File: src/rtl/qsu_pkg.sv
// ----------------------------------------------------------------------------
// qsu_pkg
// Shared types and codes of the quoted string unescaper: result kinds,
// error codes, character constants and the command word that travels
// from the classifier to the result stage.
// ----------------------------------------------------------------------------
package qsu_pkg;

    localparam int CP_W      = 21;
    localparam int KIND_W    = 2;
    localparam int ERR_W     = 3;
    localparam int MODE_W    = 2;
    localparam int HEX_W     = 32;
    localparam int HEX_CNT_W = 4;

    localparam int DEF_MAX_BRACED_DIGITS = 8;
    localparam int DEF_FIXED_HEX_DIGITS  = 4;
    localparam int DEF_QUEUE_DEPTH       = 2;

    localparam logic [KIND_W-1:0] K_CHAR  = 2'd0;
    localparam logic [KIND_W-1:0] K_DONE  = 2'd1;
    localparam logic [KIND_W-1:0] K_ERROR = 2'd2;

    localparam logic [ERR_W-1:0] E_NONE   = 3'd0;
    localparam logic [ERR_W-1:0] E_LINE   = 3'd1;
    localparam logic [ERR_W-1:0] E_EOD    = 3'd2;
    localparam logic [ERR_W-1:0] E_ESCAPE = 3'd3;
    localparam logic [ERR_W-1:0] E_HEX    = 3'd4;
    localparam logic [ERR_W-1:0] E_LONG   = 3'd5;
    localparam logic [ERR_W-1:0] E_SCALAR = 3'd6;
    localparam logic [ERR_W-1:0] E_FAULT  = 3'd7;

    localparam logic [MODE_W-1:0] MODE_TEXT  = 2'd0;
    localparam logic [MODE_W-1:0] MODE_REGEX = 2'd1;

    localparam logic [CP_W-1:0] CP_TAB       = 21'h09;
    localparam logic [CP_W-1:0] CP_LF        = 21'h0A;
    localparam logic [CP_W-1:0] CP_CR        = 21'h0D;
    localparam logic [CP_W-1:0] CP_QUOTE     = 21'h22;
    localparam logic [CP_W-1:0] CP_DOLLAR    = 21'h24;
    localparam logic [CP_W-1:0] CP_SLASH     = 21'h2F;
    localparam logic [CP_W-1:0] CP_BACKSLASH = 21'h5C;
    localparam logic [CP_W-1:0] CP_BACKTICK  = 21'h60;
    localparam logic [CP_W-1:0] CP_LBRACE    = 21'h7B;
    localparam logic [CP_W-1:0] CP_RBRACE    = 21'h7D;

    // One classified item: a single result, or a backslash beat followed
    // by the character when dbl is set.
    typedef struct packed {
        logic [KIND_W-1:0] kind;
        logic [CP_W-1:0]   cp;
        logic [ERR_W-1:0]  err;
        logic              dbl;
    } t_cmd;

    typedef struct packed {
        logic valid;
        t_cmd cmd;
    } t_head;

endpackage

File: src/rtl/qsu_front.sv
// ----------------------------------------------------------------------------
// qsu_front
// Classifier: holds the mode register and the escape state, turns each
// accepted character into at most one command for the result stage.
// ----------------------------------------------------------------------------
module qsu_front
    import qsu_pkg::*;
#(
    parameter int MAX_BRACED_DIGITS = DEF_MAX_BRACED_DIGITS,
    parameter int FIXED_HEX_DIGITS  = DEF_FIXED_HEX_DIGITS
) (
    input  logic              i_clk,
    input  logic              i_rst_n,
    input  logic              i_cfg_we,
    input  logic [MODE_W-1:0] i_cfg_data,
    input  logic              i_accept,
    input  logic [CP_W-1:0]   i_code_point,
    input  logic              i_end_of_data,
    input  logic              i_decode_fault,
    output logic              o_cmd_valid,
    output t_cmd              o_cmd
);

    typedef enum logic [2:0] {
        PH_NORMAL,
        PH_ESCAPE,
        PH_AFTER_U,
        PH_FIXED,
        PH_BRACED,
        PH_FINISHED
    } t_phase;

    t_phase                r_phase, n_phase;
    logic [MODE_W-1:0]     r_mode;
    logic [HEX_W-1:0]      r_hex, n_hex;
    logic [HEX_CNT_W-1:0]  r_cnt, n_cnt;

    logic                  hex_ok;
    logic [3:0]            hex_val;
    logic [HEX_W-1:0]      hex_shift;
    logic [HEX_CNT_W-1:0]  cnt_inc;
    logic [CP_W-1:0]       term;
    logic                  do_fail;
    logic [ERR_W-1:0]      fail_err;
    logic                  do_hex;
    logic [HEX_W-1:0]      hex_out;

    function automatic logic [4:0] hex_of(input logic [CP_W-1:0] c);
        logic [4:0] r;
        r = 5'd0;
        if (c >= 21'h30 && c <= 21'h39) begin
            r = {1'b1, 4'(c - 21'h30)};
        end else if (c >= 21'h41 && c <= 21'h46) begin
            r = {1'b1, 4'(c - 21'h37)};
        end else if (c >= 21'h61 && c <= 21'h66) begin
            r = {1'b1, 4'(c - 21'h57)};
        end
        return r;
    endfunction

    function automatic logic scalar_ok(input logic [HEX_W-1:0] v);
        return !(v == '0 || v > 32'h0010_FFFF || (v >= 32'hD800 && v <= 32'hDFFF));
    endfunction

    assign {hex_ok, hex_val} = hex_of(i_code_point);
    assign hex_shift = {r_hex[HEX_W-5:0], hex_val};
    assign cnt_inc   = HEX_CNT_W'(r_cnt + 1'b1);

    always_comb begin
        case (r_mode)
            MODE_TEXT:  term = CP_QUOTE;
            MODE_REGEX: term = CP_SLASH;
            default:    term = CP_BACKTICK;
        endcase
    end

    always_comb begin
        n_phase     = r_phase;
        n_hex       = r_hex;
        n_cnt       = r_cnt;
        o_cmd_valid = 1'b0;
        o_cmd.kind  = K_CHAR;
        o_cmd.cp    = i_code_point;
        o_cmd.err   = E_NONE;
        o_cmd.dbl   = 1'b0;
        do_fail     = 1'b0;
        fail_err    = E_NONE;
        do_hex      = 1'b0;
        hex_out     = hex_shift;

        if (i_accept && r_phase != PH_FINISHED) begin
            if (i_end_of_data) begin
                do_fail  = 1'b1;
                fail_err = E_EOD;
            end else if (i_decode_fault) begin
                do_fail  = 1'b1;
                fail_err = E_FAULT;
            end else if (i_code_point == CP_LF || i_code_point == CP_CR) begin
                do_fail  = 1'b1;
                fail_err = E_LINE;
            end else begin
                case (r_phase)
                    PH_NORMAL: begin
                        if (i_code_point == term) begin
                            n_phase     = PH_FINISHED;
                            o_cmd_valid = 1'b1;
                            o_cmd.kind  = K_DONE;
                            o_cmd.cp    = '0;
                        end else if (i_code_point == CP_BACKSLASH &&
                                     (r_mode == MODE_TEXT || r_mode == MODE_REGEX)) begin
                            n_phase = PH_ESCAPE;
                        end else begin
                            o_cmd_valid = 1'b1;
                        end
                    end
                    PH_ESCAPE: begin
                        n_phase = PH_NORMAL;
                        if (r_mode == MODE_REGEX) begin
                            o_cmd_valid = 1'b1;
                            o_cmd.dbl   = (i_code_point != CP_SLASH);
                        end else begin
                            case (i_code_point)
                                CP_BACKSLASH, CP_QUOTE, CP_DOLLAR: o_cmd_valid = 1'b1;
                                21'h74, 21'h54: begin
                                    o_cmd_valid = 1'b1;
                                    o_cmd.cp    = CP_TAB;
                                end
                                21'h6E, 21'h4E: begin
                                    o_cmd_valid = 1'b1;
                                    o_cmd.cp    = CP_LF;
                                end
                                21'h72, 21'h52: begin
                                    o_cmd_valid = 1'b1;
                                    o_cmd.cp    = CP_CR;
                                end
                                21'h75, 21'h55: begin
                                    n_phase = PH_AFTER_U;
                                    n_hex   = '0;
                                    n_cnt   = '0;
                                end
                                default: begin
                                    do_fail  = 1'b1;
                                    fail_err = E_ESCAPE;
                                end
                            endcase
                        end
                    end
                    PH_AFTER_U: begin
                        if (i_code_point == CP_LBRACE) begin
                            n_phase = PH_BRACED;
                            n_hex   = '0;
                            n_cnt   = '0;
                        end else if (!hex_ok) begin
                            do_fail  = 1'b1;
                            fail_err = E_HEX;
                        end else begin
                            n_hex   = HEX_W'(hex_val);
                            hex_out = HEX_W'(hex_val);
                            n_cnt   = HEX_CNT_W'(1);
                            if (HEX_CNT_W'(1) >= HEX_CNT_W'(FIXED_HEX_DIGITS)) begin
                                do_hex = 1'b1;
                            end else begin
                                n_phase = PH_FIXED;
                            end
                        end
                    end
                    PH_FIXED: begin
                        if (!hex_ok) begin
                            do_fail  = 1'b1;
                            fail_err = E_HEX;
                        end else begin
                            n_hex = hex_shift;
                            n_cnt = cnt_inc;
                            if (cnt_inc >= HEX_CNT_W'(FIXED_HEX_DIGITS)) begin
                                do_hex = 1'b1;
                            end
                        end
                    end
                    PH_BRACED: begin
                        if (hex_ok) begin
                            if (r_cnt >= HEX_CNT_W'(MAX_BRACED_DIGITS)) begin
                                do_fail  = 1'b1;
                                fail_err = E_LONG;
                            end else begin
                                n_hex = hex_shift;
                                n_cnt = cnt_inc;
                            end
                        end else if (i_code_point == CP_RBRACE && r_cnt != '0) begin
                            do_hex  = 1'b1;
                            hex_out = r_hex;
                        end else begin
                            do_fail  = 1'b1;
                            fail_err = E_HEX;
                        end
                    end
                    default: n_phase = PH_FINISHED;
                endcase
            end

            if (do_hex) begin
                n_phase = PH_NORMAL;
                if (scalar_ok(hex_out)) begin
                    o_cmd_valid = 1'b1;
                    o_cmd.cp    = hex_out[CP_W-1:0];
                end else begin
                    do_fail  = 1'b1;
                    fail_err = E_SCALAR;
                end
            end

            if (do_fail) begin
                n_phase     = PH_FINISHED;
                o_cmd_valid = 1'b1;
                o_cmd.kind  = K_ERROR;
                o_cmd.cp    = '0;
                o_cmd.err   = fail_err;
                o_cmd.dbl   = 1'b0;
            end
        end
    end

    always_ff @(posedge i_clk) begin
        if (!i_rst_n) begin
            r_phase <= PH_NORMAL;
            r_mode  <= MODE_TEXT;
            r_hex   <= '0;
            r_cnt   <= '0;
        end else begin
            r_phase <= n_phase;
            r_hex   <= n_hex;
            r_cnt   <= n_cnt;
            if (i_cfg_we) begin
                r_mode <= i_cfg_data;
            end
        end
    end

    a_silent_after_end: assert property (@(posedge i_clk) disable iff (!i_rst_n)
        r_phase == PH_FINISHED |-> !o_cmd_valid)
        else $error("command issued after the string ended");

    a_end_is_final: assert property (@(posedge i_clk) disable iff (!i_rst_n)
        o_cmd_valid && o_cmd.kind != K_CHAR |=> r_phase == PH_FINISHED)
        else $error("done or error beat did not close the string");

endmodule

File: src/rtl/qsu_queue.sv
// ----------------------------------------------------------------------------
// qsu_queue
// Short command queue between classifier and result stage.
// ----------------------------------------------------------------------------
module qsu_queue
    import qsu_pkg::*;
#(
    parameter int QUEUE_DEPTH = DEF_QUEUE_DEPTH
) (
    input  logic  i_clk,
    input  logic  i_rst_n,
    input  logic  i_wr,
    input  t_cmd  i_cmd,
    input  logic  i_rd,
    output logic  o_full,
    output t_head o_head
);

    localparam int PTR_W = (QUEUE_DEPTH > 1) ? $clog2(QUEUE_DEPTH) : 1;
    localparam int CNT_W = $clog2(QUEUE_DEPTH + 1);

    t_cmd             r_mem [QUEUE_DEPTH];
    logic [PTR_W-1:0] r_wr, r_rd;
    logic [CNT_W-1:0] r_count;

    function automatic logic [PTR_W-1:0] ptr_next(input logic [PTR_W-1:0] p);
        return (p == PTR_W'(QUEUE_DEPTH - 1)) ? '0 : PTR_W'(p + 1'b1);
    endfunction

    assign o_full        = (r_count == CNT_W'(QUEUE_DEPTH));
    assign o_head.valid  = (r_count != '0);
    assign o_head.cmd    = r_mem[r_rd];

    always_ff @(posedge i_clk) begin
        if (i_wr) begin
            r_mem[r_wr] <= i_cmd;
        end
    end

    always_ff @(posedge i_clk) begin
        if (!i_rst_n) begin
            r_wr    <= '0;
            r_rd    <= '0;
            r_count <= '0;
        end else begin
            if (i_wr) begin
                r_wr <= ptr_next(r_wr);
            end
            if (i_rd) begin
                r_rd <= ptr_next(r_rd);
            end
            case ({i_wr, i_rd})
                2'b10:   r_count <= CNT_W'(r_count + 1'b1);
                2'b01:   r_count <= CNT_W'(r_count - 1'b1);
                default: r_count <= r_count;
            endcase
        end
    end

    a_no_overflow: assert property (@(posedge i_clk) disable iff (!i_rst_n)
        !(i_wr && o_full))
        else $error("command written into a full queue");

    a_no_underflow: assert property (@(posedge i_clk) disable iff (!i_rst_n)
        i_rd |-> o_head.valid)
        else $error("command read from an empty queue");

endmodule

File: src/rtl/qsu_back.sv
// ----------------------------------------------------------------------------
// qsu_back
// Result stage: expands each command into one or two result beats and
// holds the oldest beat in the output register until it is popped.
// ----------------------------------------------------------------------------
module qsu_back
    import qsu_pkg::*;
(
    input  logic              i_clk,
    input  logic              i_rst_n,
    input  t_head             i_head,
    output logic              o_deq,
    input  logic              pop,
    output logic              empty,
    output logic [KIND_W-1:0] o_result_kind,
    output logic [CP_W-1:0]   o_out_code_point,
    output logic [ERR_W-1:0]  o_error_code,
    output logic              o_last_of_run
);

    logic r_valid;
    logic r_half;
    logic load;
    logic first_of_two;

    assign empty        = !r_valid;
    assign load         = (!r_valid || pop) && i_head.valid;
    assign first_of_two = i_head.cmd.dbl && !r_half;
    assign o_deq        = load && !first_of_two;

    always_ff @(posedge i_clk) begin
        if (!i_rst_n) begin
            r_valid <= 1'b0;
            r_half  <= 1'b0;
        end else if (load) begin
            r_valid <= 1'b1;
            r_half  <= first_of_two;
        end else if (pop) begin
            r_valid <= 1'b0;
        end
    end

    // payload: backslash beat first for a two-beat command
    always_ff @(posedge i_clk) begin
        if (load) begin
            if (first_of_two) begin
                o_result_kind    <= K_CHAR;
                o_out_code_point <= CP_BACKSLASH;
                o_error_code     <= E_NONE;
                o_last_of_run    <= 1'b0;
            end else begin
                o_result_kind    <= i_head.cmd.kind;
                o_out_code_point <= i_head.cmd.cp;
                o_error_code     <= i_head.cmd.err;
                o_last_of_run    <= 1'b1;
            end
        end
    end

    a_half_pending: assert property (@(posedge i_clk) disable iff (!i_rst_n)
        r_half |-> r_valid && !o_last_of_run && i_head.valid)
        else $error("second beat lost its command");

    a_hold_stalled: assert property (@(posedge i_clk) disable iff (!i_rst_n)
        r_valid && !pop |=> r_valid && $stable(o_out_code_point))
        else $error("stalled result beat changed");

endmodule

File: src/rtl/quoted_string_unescaper_unit.sv
// ----------------------------------------------------------------------------
// quoted_string_unescaper_unit
// Decodes the characters of a quoted string (text, regex or code form)
// into decoded characters followed by one done or error beat.
// ----------------------------------------------------------------------------
// Channel   Direction  Handshake          Payload
// input     in         push / full        i_code_point, i_end_of_data,
//                                         i_decode_fault
// result    out        empty / pop        o_result_kind, o_out_code_point,
//                                         o_error_code, o_last_of_run
// config    in         i_cfg_we           i_cfg_data (string mode)
//
// One character is taken per cycle while full is low; the classifier
// updates the escape state on the edge that takes it, and its result beat
// goes through the command queue and then the output register.
// The output register drains one beat per cycle while pop is held, so a
// regex escape that yields backslash plus character takes two output beats.
// Synchronous active-low reset clears the escape state, mode and queue;
// there is no clearing pass. full rises when the queue holds QUEUE_DEPTH
// commands, either behind a stalled result or while a two-beat command
// holds the head; it can hold off input after a regex escape.
// ----------------------------------------------------------------------------
module quoted_string_unescaper_unit
    import qsu_pkg::*;
#(
    parameter int MAX_BRACED_DIGITS = DEF_MAX_BRACED_DIGITS,
    parameter int FIXED_HEX_DIGITS  = DEF_FIXED_HEX_DIGITS,
    parameter int QUEUE_DEPTH       = DEF_QUEUE_DEPTH
) (
    input  logic              i_clk,
    input  logic              i_rst_n,
    input  logic              i_cfg_we,
    input  logic [MODE_W-1:0] i_cfg_data,
    input  logic              push,
    output logic              full,
    input  logic [CP_W-1:0]   i_code_point,
    input  logic              i_end_of_data,
    input  logic              i_decode_fault,
    output logic              empty,
    input  logic              pop,
    output logic [KIND_W-1:0] o_result_kind,
    output logic [CP_W-1:0]   o_out_code_point,
    output logic [ERR_W-1:0]  o_error_code,
    output logic              o_last_of_run
);

    logic  accept;
    logic  cmd_valid;
    t_cmd  cmd;
    t_head head;
    logic  deq;

    assign accept = push && !full;

    qsu_front #(
        .MAX_BRACED_DIGITS (MAX_BRACED_DIGITS),
        .FIXED_HEX_DIGITS  (FIXED_HEX_DIGITS)
    ) u_front (
        .i_clk          (i_clk),
        .i_rst_n        (i_rst_n),
        .i_cfg_we       (i_cfg_we),
        .i_cfg_data     (i_cfg_data),
        .i_accept       (accept),
        .i_code_point   (i_code_point),
        .i_end_of_data  (i_end_of_data),
        .i_decode_fault (i_decode_fault),
        .o_cmd_valid    (cmd_valid),
        .o_cmd          (cmd)
    );

    qsu_queue #(
        .QUEUE_DEPTH (QUEUE_DEPTH)
    ) u_queue (
        .i_clk   (i_clk),
        .i_rst_n (i_rst_n),
        .i_wr    (cmd_valid),
        .i_cmd   (cmd),
        .i_rd    (deq),
        .o_full  (full),
        .o_head  (head)
    );

    qsu_back u_back (
        .i_clk            (i_clk),
        .i_rst_n          (i_rst_n),
        .i_head           (head),
        .o_deq            (deq),
        .pop              (pop),
        .empty            (empty),
        .o_result_kind    (o_result_kind),
        .o_out_code_point (o_out_code_point),
        .o_error_code     (o_error_code),
        .o_last_of_run    (o_last_of_run)
    );

endmodule

File: config.mk
export PLATFORM = sky130hd
export DESIGN_NAME = quoted_string_unescaper_unit
export DESIGN_NICKNAME = d
export VERILOG_FILES = /design/src/rtl/qsu_pkg.sv /design/src/rtl/qsu_front.sv /design/src/rtl/qsu_queue.sv /design/src/rtl/qsu_back.sv /design/src/rtl/quoted_string_unescaper_unit.sv
export SDC_FILE = /design/constraint.sdc
export NUM_CORES = 1
export LEC_CHECK = 0
export ABC_AREA = 1
export BUFFER_PORTS_ARGS = -buffer_cell sky130_fd_sc_hd__clkbuf_2
export CAP_MARGIN = 0
export CORE_MARGIN = 1
export CORE_UTILIZATION = 60
export CTS_BUF_LIST = sky130_fd_sc_hd__clkbuf_8
export DETAILED_ROUTE_END_ITERATION = 16
export MAX_ROUTING_LAYER = met4
export PLACE_DENSITY = 0.79
export SLEW_MARGIN = 20
export SYNTH_ARGS = -nofsm -noshare
export SYNTH_HDL_FRONTEND = slang
export SYNTH_SLANG_ARGS = --single-unit
File: constraint.sdc
create_clock -name i_clk -period 3.94 [get_ports i_clk]
set_input_delay 0.197 -clock i_clk [delete_from_list [all_inputs] [get_ports i_clk]]
set_output_delay 0.197 -clock i_clk [all_outputs]
set_load 0.01 [all_outputs]
==> flow_metrics.tcl <==
set metrics [dict create \
    dpl.hpwl_um 14380 \
    ys_top_cells_by_count "nand2_1 (296), inv_1 (110), nor2_1 (90), edfxtp_1 (81), dfxtp_1 (48)" \
    drcViolationCount 0 \
    cts_tree "built" \
    pin_count 59 \
    multi_input_area_mm2 0.003378 \
    endpoint_kind "flop" \
    worst-slew-pin-transition_ps 891.6 \
    n_antenna_cell 0 \
    setup_violations 0 \
    cts_max_level 4 \
    use_met2_pct 52.60 \
    clk-insertion-delay-late_ps 460 \
    numPortBuffers 58 \
    slowest_delay_ps 410 \
    fin_nets 1064 \
    path_clk_slew_ps 70 \
    start_kind "flop" \
    cts_root_buf "clkbuf_8" \
    crit_required_ps 4250 \
    slew_headroom_pct 40.20 \
    die_area_mm2 0.01279 \
    busiest_layer "met2" \
    die_x_um 113.1 \
    post_cts_buffers 0 \
    fillers 974 \
    grt_pass1_vias 6227 \
    power_density_mw_per_mm2 538.4 \
    start_util_pct 61.67 \
    area_growth_pct 11.64 \
    min_path_type "in2reg" \
    cts_made_buffers 17 \
    synthTopCellsByArea "edfxtp_1 (33%), nand2_1 (15%), dfxtp_1 (13%)" \
    power_mw 4.452 \
    die_h_um 113.1 \
    grt_usage_pct 33.10 \
    cp.arrival_ps 3570 \
    synth-main-ff-cell "edfxtp_1" \
    maxCapViolCount 0 \
    vias 6735 \
    syn_area_mm2 0.007407 \
    grtUsageMet3_pct 7.606 \
    yosysSeqAreaShare_pct 45.81 \
    min_period_ps 3263 \
    seq_area_mm2 0.003393 \
    cp_max_fo 21 \
    wl_per_cell_um 16.39 \
    critPathTopFamily "simple AND/OR/NAND/NOR gates" \
    rows 40 \
    synth_top_area_share_pct 32.84 \
    yosysWarnings 0 \
    drtPass1Iterations 5 \
    syn_inst 962 \
    grt_overflow_total 0 \
    path_buf_inv 3 \
    worst_clock_skew_ps 11.93 \
    yosysMostFrequentCell "nand2_1" \
    routed_wl_um 19450 \
    yosysTopAreaCell "edfxtp_1" \
    final_antenna_net_count 0 \
    crit_chain "nor3_1, buf_4, inv_1, nand2_1, nand2_4, inv_2, nand3_4, a21oi_2, nor3_1, nand2_1, nand2_1, nand2_2, nand2_1, nand2_2, nand2_2, nor2_4, nand2_1, nand2_1" \
    avgSynthCellArea_um2 7.700 \
    grt_pass1_wl_um 31280 \
    path_class "reg2reg" \
    ys_ff_latch 129 \
    crit_path_frequent_cell "nand2_1" \
    ctsLongestPathBuffers 2 \
    rsz0062_at_grt "false" \
    drive_gt1_share_pct 15.58 \
    max_freq_ghz 0.3065 \
    drtIter0Drc 628 \
    ys_types 51 \
    synth_edf_count 81 \
    drv_slew 0 \
    synth_nets 999 \
    peakVddDrop_mv 0.2749 \
    ys_async_sr_fraction_pct 0 \
    antenna_found_initial 0 \
    hold_viol 0 \
    period_share_pct 82.82 \
    via_per_inst 5.674 \
    tns_ps 0 \
    p_leak_nw 3.836 \
    grt_max_degree 46 \
    cts_sinks 129 \
    use_met1_pct 41.42 \
    slowest_stage "nor2_4" \
    status "completed" \
    core-area_mm2 0.01201 \
    gp_congestion 1.057 \
]
## cells in the final DEF (no fill, tap or decap), types with 2 or more instances in the layout
cell type   synthesis  layout
nand2_1           296     296
inv_1             110     111
nor2_1             90      87
edfxtp_1           81      81
clkbuf_2            0      58
dfxtp_1            48      48
a21oi_1            45      45
nand3_1            39      39
o21ai_0            38      38
nand4_1            28      28
buf_4               2      21
a211oi_1           20      20
clkbuf_8            0      17
nor3_1             15      15
inv_2              14      14
o21bai_1           12      12
o211a_1            12      12
nor2_4              9       9
nand2_2             8       8
nor4_1              8       8
ha_1                7       7
nor2_2              3       6
nand2_4             5       5
clkinv_1            3       4
clkinv_2            0       4
o21ai_1             3       3
a22oi_1             3       3
a31oi_1             3       3
clkinvlp_4          0       3
clkinv_4            0       3
nor2_8              2       2
nand3_2             2       2
xor2_1              2       2
a21oi_2             2       2
o31ai_1             2       2
o22ai_1             2       2
bufinv_16           0       2
## worst reg2reg max path: stages, from the launching register on
cell     delay (ps)
dfxtp_1         380
nor3_1          210
buf_4           150
inv_1            70
nand2_1         170
nand2_4         120
inv_2           170
nand3_4         210
a21oi_2         290
nor3_1           90
nand2_1          60
nand2_1          60
nand2_2         180
nand2_1         100
nand2_2         130
nand2_2          80
nor2_4          410
nand2_1         130
nand2_1         120
## final cells by class
class | count | share of cell area (%)
clock buffer | 17 | 2.829
multi-input combinational | 672 | 40.85
tap | 147 | 2.224
sequential | 129 | 41.03
inverter | 127 | 5.765
timing repair buffer | 80 | 5.538
clock inverter | 15 | 1.755
## final timing paths
kind / start / to / slack [ps] / cells after the start
setup / recovery: u_front.r_phase[2]$_SDFFE_PN0P_ / u_queue.r_mem[0][5]$_DFFE_PP_ / 680 / 18
hold / removal: i_cfg_we / u_front.r_mode[1]$_SDFFE_PN0P_ / 10 / 3
setup reg to reg: u_front.r_phase[2]$_SDFFE_PN0P_ / u_queue.r_mem[0][5]$_DFFE_PP_ / 680 / 18
hold reg to reg: u_front.r_hex[26]$_SDFFE_PN0P_ / u_front.r_hex[26]$_SDFFE_PN0P_ / 480 / 2
## repair_timing
action,4_1_cts,5_1_grt
endpoints found under the hold margin,1,0
hold buffers,1,0
gates resized for setup,0,0
## logic make-up (layout without fill, tap and decap cells)
logic type / after synthesis / in the layout / synth area share [%]
xor gates and xnor gates: 3 / 3 / 0.3548
DFF: 129 / 129 / 45.81
AOI/OAI and AO/OA: 150 / 150 / 12.92
adders and majority gates: 7 / 7 / 1.182
and+or+nand+nor: 512 / 512 / 31.05
buffers and inverters: 161 / 239 / 8.682
## registers in the layout (all words and copies together), names as in the netlist, named ones only
register                 cells
u_queue.r_count              2
u_back.o_result_kind         2
u_front.r_cnt                4
u_back.r_valid               1
u_front.r_mode               2
u_back.o_error_code          3
u_queue.r_wr                 1
u_front.r_phase              3
u_back.o_out_code_point     21
u_queue.r_mem               54
u_queue.r_rd                 1
u_back.o_last_of_run         1
u_back.r_half                1
u_front.r_hex               32
## report_power, final
| part | internal (mW) | switching [mW] | total [mW] | leakage (nW) |
|---|---|---|---|---|
| sequential | 1.83 | 0.108 | 1.94 | 1.16 |
| combinational | 0.441 | 0.993 | 1.43 | 2.49 |
| clock | 0.555 | 0.526 | 1.08 | 0.190 |
## per-stage QoR
| stage | hold slack, ps | setup WS, ps | util, % | cell area (µm²) | instances |
|---|---|---|---|---|---|
| after detailed placement | 434.4 | 432.7 | 65.60 | 7880 | 1154 |
| after global placement | 431.4 | 476.7 | 65.60 | 7880 | 1154 |
| after global routing | 22.58 | 416.1 | 68.84 | 8269 | 1187 |
| after floorplan | 331.9 | 531.9 | - | 7407 | 962 |
| after CTS | 0.9498 | 739.8 | 68.84 | 8269 | 1187 |
| final | 14.01 | 677.0 | 68.84 | 8269 | 1187 |
## routing by layer
metal / vias to the layer above / share of wire, %
li1: 3327 / -
met1: 3048 / 43
met2: 307 / 47
met3: 53 / 7.4
met4: 0 / 2.5
met5: - / 0
Power figures use the tool's default switching activity.
